### config.mk
export PLATFORM = sky130hd
export DESIGN_NAME = hgcd_sqrt
export DESIGN_NICKNAME = d
export VERILOG_FILES = /design/src/hdl/hgcd_pkg.sv /design/src/hdl/hgcd_sqrt.sv
export SDC_FILE = /design/constraint.sdc
export NUM_CORES = 2
export LEC_CHECK = 0
export ABC_AREA = 1
export BUFFER_PORTS_ARGS = -buffer_cell sky130_fd_sc_hd__buf_2
export CAP_MARGIN = 0
export CELL_PAD_IN_SITES_DETAIL_PLACEMENT = 1
export CELL_PAD_IN_SITES_GLOBAL_PLACEMENT = 1
export CORE_ASPECT_RATIO = 1.2
export CORE_MARGIN = 4
export CORE_UTILIZATION = 30
export DETAILED_ROUTE_END_ITERATION = 16
export PLACE_DENSITY_LB_ADDON = 0.1
export SLEW_MARGIN = 10
export SYNTH_ARGS = -nofsm -noshare
export SYNTH_HDL_FRONTEND = slang
export SYNTH_SLANG_ARGS = --single-unit
export TNS_END_PERCENT = 10
### constraint.sdc
create_clock -name clk -period 4 [get_ports clk]
set_clock_uncertainty 0.2 [all_clocks]
set_input_delay 0.8 -clock clk [delete_from_list [all_inputs] [get_ports clk]]
set_output_delay 0.8 -clock clk [all_outputs]
set_load 0.03 [all_outputs]
### src/hdl/hgcd_pkg.sv
// Shared types, constants and elaboration-time CORDIC tables for the haversine distance pipeline
package hgcd_pkg;

  localparam int FRAC_BITS     = 30;
  localparam int CORDIC_STAGES = 32;

  localparam int ARG_W  = 36;
  localparam int XY_W   = 34;
  localparam int MAG_W  = 32;
  localparam int AMP_W  = FRAC_BITS + 1;
  localparam int REM_W  = FRAC_BITS + 3;
  localparam int DIST_W = 31;

  typedef logic signed [ARG_W-1:0] arg_t;
  typedef logic signed [XY_W-1:0]  xy_t;
  typedef logic [MAG_W-1:0]        mag_t;
  typedef logic [AMP_W-1:0]        amp_t;
  typedef logic [DIST_W-1:0]       dist_t;

  // trig arguments count 0.5e-7 degree
  localparam arg_t QUARTER_TURN = 36'sd1800000000;
  localparam arg_t HALF_TURN    = 36'sd3600000000;
  localparam arg_t FULL_TURN    = 36'sd7200000000;

  localparam logic [30:0] RAD_PER_HALFUNIT = 31'd2012227627;
  localparam int          RAD_SH           = 61 - FRAC_BITS;
  localparam int          Q62_SH           = 62 - FRAC_BITS;

  localparam logic [63:0] INV_GAIN_Q62   = 64'd2800459870029453049;
  localparam logic [63:0] QUARTER_PI_Q62 = 64'd3622009729038561421;

  localparam logic [29:0] EARTH_RADIUS_CM = 30'd637100000;
  localparam dist_t       DIST_MAX        = 31'd2001508680;
  localparam amp_t        FONE            = AMP_W'(64'd1 << FRAC_BITS);

  function automatic xy_t round_q62(input logic [63:0] v);
    return XY_W'((v + (64'd1 << (Q62_SH - 1))) >> Q62_SH);
  endfunction

  // magnitude of a Q-format product, rounded half up at the fraction point
  function automatic mag_t round_frac(input logic [63:0] p);
    return MAG_W'((p + (64'd1 << (FRAC_BITS - 1))) >> FRAC_BITS);
  endfunction

  function automatic mag_t mag_of(input xy_t v);
    return v[XY_W-1] ? MAG_W'(-v) : MAG_W'(v);
  endfunction

  // atan(2^-i) from the truncated alternating series, evaluated at elaboration
  function automatic xy_t atan_step(input int i);
    logic [63:0] sum;
    logic [63:0] term;
    int          e;
    int          k;
    sum = 64'd0;
    k   = 0;
    if (i == 0) begin
      sum = QUARTER_PI_Q62;
    end else begin
      for (e = 62 - i; e >= 0; e = e - 2 * i) begin
        term = (64'd1 << e) / 64'(2 * k + 1);
        if (k[0]) sum = sum - term;
        else      sum = sum + term;
        k = k + 1;
      end
    end
    return round_q62(sum);
  endfunction

  localparam xy_t INV_GAIN = round_q62(INV_GAIN_Q62);

endpackage

### src/hdl/hgcd_sqrt.sv
// Pipelined digit-by-digit square root of a Q fraction, one result bit per stage
module hgcd_sqrt (
  input  logic           clk,
  input  logic           rst_n,
  input  logic           en,
  input  logic           in_valid,
  input  hgcd_pkg::amp_t radicand,
  output logic           out_valid,
  output hgcd_pkg::amp_t root
);

  localparam int D   = hgcd_pkg::AMP_W;
  localparam int LAT = D + 1;
  localparam int RW  = hgcd_pkg::REM_W;

  logic [LAT-1:0]  vld_r;
  hgcd_pkg::amp_t  v_r    [0:D];
  logic [RW-1:0]   rem_r  [0:D];
  hgcd_pkg::amp_t  root_r [0:D];

  always_ff @(posedge clk) begin
    if (!rst_n) begin
      vld_r <= '0;
    end else if (en) begin
      vld_r <= {vld_r[LAT-2:0], in_valid};
    end
  end

  always_ff @(posedge clk) begin
    if (en) begin
      v_r[0]    <= radicand;
      rem_r[0]  <= '0;
      root_r[0] <= '0;
    end
  end

  for (genvar j = 0; j < D; j++) begin : g_digit
    localparam int K = D - 1 - j;
    logic [2*D-1:0] rad;
    logic [RW+1:0]  sh;
    logic [RW+1:0]  trial;

    // radicand is a scaled by 2^FRAC_BITS
    assign rad   = (2*D)'({v_r[j], {hgcd_pkg::FRAC_BITS{1'b0}}});
    assign sh    = {rem_r[j], rad[2*K+1 -: 2]};
    assign trial = (RW+2)'({root_r[j], 2'b01});

    always_ff @(posedge clk) begin
      if (en) begin
        v_r[j+1] <= v_r[j];
        if (sh >= trial) begin
          rem_r[j+1]  <= RW'(sh - trial);
          root_r[j+1] <= {root_r[j][D-2:0], 1'b1};
        end else begin
          rem_r[j+1]  <= RW'(sh);
          root_r[j+1] <= {root_r[j][D-2:0], 1'b0};
        end
      end
    end
  end

  assign out_valid = vld_r[LAT-1];
  assign root      = root_r[D];

endmodule

==> impl_metrics.json <==
{
  "cts_tree": "built",
  "fmaxAchievable_mhz": 305,
  "fillCellCount": 44100,
  "hpwlAfterDp_um": 324000,
  "root_buffer": "clkbuf_16",
  "synth_edf_count": 1688,
  "crit_type": "reg2reg",
  "fin_area_sq_um": 124000,
  "worstMarginPinSlew_ns": 0.966,
  "period_share": 0.819,
  "syn_nets": 14700,
  "yosysSeqAreaShare": 0.467,
  "final_cell_mix": "nand2_1 (4,594), inv_1 (2,447), edfxtp_1 (1,688)",
  "clock_path_buffers": 4,
  "final_antenna_net_count": 0,
  "placed_cells": 18900,
  "status": "complete, no violations",
  "critical_path_arrival_ns": 3.74,
  "cts_max_level": 4,
  "path_common_cell": "nand2_1",
  "relSlewSlack": 0.356,
  "globalRouteOverflowTotal": 0,
  "post_cts_resized": 0,
  "die_area_sq_um": 376000,
  "yosysTopAreaCell": "edfxtp_1",
  "async_flop_share": 0,
  "period_minus_slack_ns": 3.27,
  "grt_pass1_wl_um": 594000,
  "hold_buffers": 32,
  "viasPerCell": 4.69,
  "place.gp.congestion": 0.860,
  "numCtsBuffers": 203,
  "crit_path_cell_trace": "ha_1 -> a21oi_1 -> nand2_1 -> nand2_1 -> nand3_1 -> nand2_1 -> nand3_2 -> nand2_2 -> nand2_4 -> nand2_1 -> nand2_1",
  "postCtsSetupBuffers": 0,
  "final_cells": 19300,
  "max_stage_delay_ns": 0.47,
  "initial_core_util": 0.301,
  "setup_viol": 0,
  "die-width_um": 560,
  "grt_max_degree": 164,
  "synth-seq-cells": 1721,
  "hp-class": "reg2reg",
  "hold_violations": 0,
  "antenna_found_initial": 3,
  "std_cell_rows": 243,
  "syn2layout_area_growth_pct": 12.4,
  "cp_max_fo": 25,
  "cellLeakagePower_nw": 57.0,
  "wirelength_um": 392000,
  "worst_ir_drop_vdd_uv": 359,
  "drc": 0,
  "synth.area.top_cells": "edfxtp_1 (46%), nand2_1 (16%), inv_1 (8.4%)",
  "nets": 14900,
  "wl_per_cell_um": 20.3,
  "cp.required_ns": 4.46,
  "rsz0062_at_grt": "no",
  "cpMaxStageDelayCell": "nand2_2",
  "ff_latch_area_sq_um": 51300,
  "yosys_most_used_dff": "edfxtp_1",
  "power_density_nw_per_um2": 514,
  "cap_viol_max_count": 0,
  "ys_warn_count": 0,
  "clkLatencyLatePin_ns": 0.91,
  "critPathTopFamily": "simple AND/OR/NAND/NOR gates",
  "numPortBuffers": 66,
  "slew_violations": 0,
  "ioPinCount": 67,
  "path_buf_inv": 0,
  "netlist_instances": 14100,
  "grt_pass1_vias": 95100,
  "cts.clk_slew.worst_paths_ns": 0.06,
  "multi_input_area_sq_um": 48400,
  "placed_area_sq_um": 116000,
  "synth_area_sq_um": 110000,
  "drtIter0Drc": 4946,
  "num_vias": 90700,
  "worstSetupEndpointType": "flip-flop",
  "fin_tns_setup_ns": 0,
  "core_area_sq_um": 365000,
  "firstDrtPassIters": 7,
  "drive_gt1_frac": 0.0439,
  "cts.sinks": 1721,
  "grt_util_all_layers": 0.204,
  "layout_commonest_cell": "nand2_1",
  "start_kind": "flip-flop",
  "syn_area_per_cell_sq_um": 7.78,
  "synth_cell_type_count": 55,
  "die-height_um": 671,
  "yosys.area.top_type_share": 0.461
}
==> kinds of logic after synthesis <==
kind of cell               share of synthesized area
adders and majority gates                     0.0593
xor gates and xnor gates                      0.0326
buffers and inverters                         0.0921
AOI/OAI and AO/OA                             0.0503
DFF                                            0.467
and+or+nand+nor                                0.298
==> worst reg2reg max path, cell delays in order, from the launching register on <==
cell and delay (ns):
edfxtp_1 0.41, ha_1 0.37, a21oi_1 0.33, nand2_1 0.11
nand2_1 0.10, nand3_1 0.17, nand2_1 0.19, nand3_2 0.12
nand2_2 0.47, nand2_4 0.35, nand2_1 0.17, nand2_1 0.06
==> cells in the mapped netlist (10+ instances only) <==
cell and n:
edfxtp_1 1688, inv_1 2447, nor3_2 12, nand3_1 982, buf_2 59, ha_1 498
o211ai_1 13, nand2_1 4594, inv_2 12, xnor2_1 139, nor3b_1 17, buf_4 22
o21ai_1 48, nor4_1 14, o21bai_1 58, xor2_1 270, buf_6 18, or2_2 44
and3_1 15, a21oi_1 452, a21boi_0 10, clkbuf_1 52, nand2_2 19, a21o_1 15
nand3b_1 110, and2_1 46, nor2_1 1453, fa_1 14, nor3_1 250, nand4_1 268
nor2_2 14, o21ai_2 29, o21ai_0 363, dfxtp_1 33
==> per-stage QoR <==
step	hold slack, ns	worst slack [ns]	power (mW)	utilization
4_1_cts	0.139	0.738	64.6	0.339
5_1_grt	0.212	0.388	67.8	0.339
3_3_place_gp	0.200	0.209	44.5	0.319
6_report	0.208	0.725	63.5	0.339
3_5_place_dp	0.205	0.183	44.6	0.319
2_1_floorplan	0.200	0.439	37.2	-
==> routing by layer <==
metal  vias up  track usage  wire length (um)
li1      46000            -                 -
met1     43400        0.257            173000
met2       931        0.378            202000
met3       369       0.0176              8960
met4         0       0.0444              8980
met5         -            0                 0
==> path summary, 6_finish.rpt <==
kind                    to  slack [ns]  depth (start not counted)          start
min            v_r[0][250]        0.21                          0    v_r[0][219]
max reg2reg  rem_r[1][370]        0.73                         11  rem_r[1][334]
min reg2reg    v_r[0][250]        0.21                          0    v_r[0][219]
max          rem_r[1][370]        0.73                         11  rem_r[1][334]
==> flip-flops by register name, indices dropped and copies added (netlist names) <==
name	flops
rem_r	936
root_r	482
v_r	271
vld_r	32
==> final cells by class <==
cell class | count | share of cell area
antenna | 1 | 0.0000203
multi-input combinational | 9794 | 0.392
sequential | 1721 | 0.416
timing repair buffer | 204 | 0.0134
inverter | 2460 | 0.0748
clock buffer | 236 | 0.0421
clock inverter | 134 | 0.0134
tap | 4777 | 0.0484
==> power breakdown <==
group | total [mW] | switching (mW) | internal [mW]
Clock | 19.5 | 8.11 | 11.4
Sequential | 25.3 | 2.29 | 23.0
Combinational | 18.7 | 12.9 | 5.84
Total | 63.5 | 23.3 | 40.2
No activity file was read; power rests on OpenSTA's default activity.
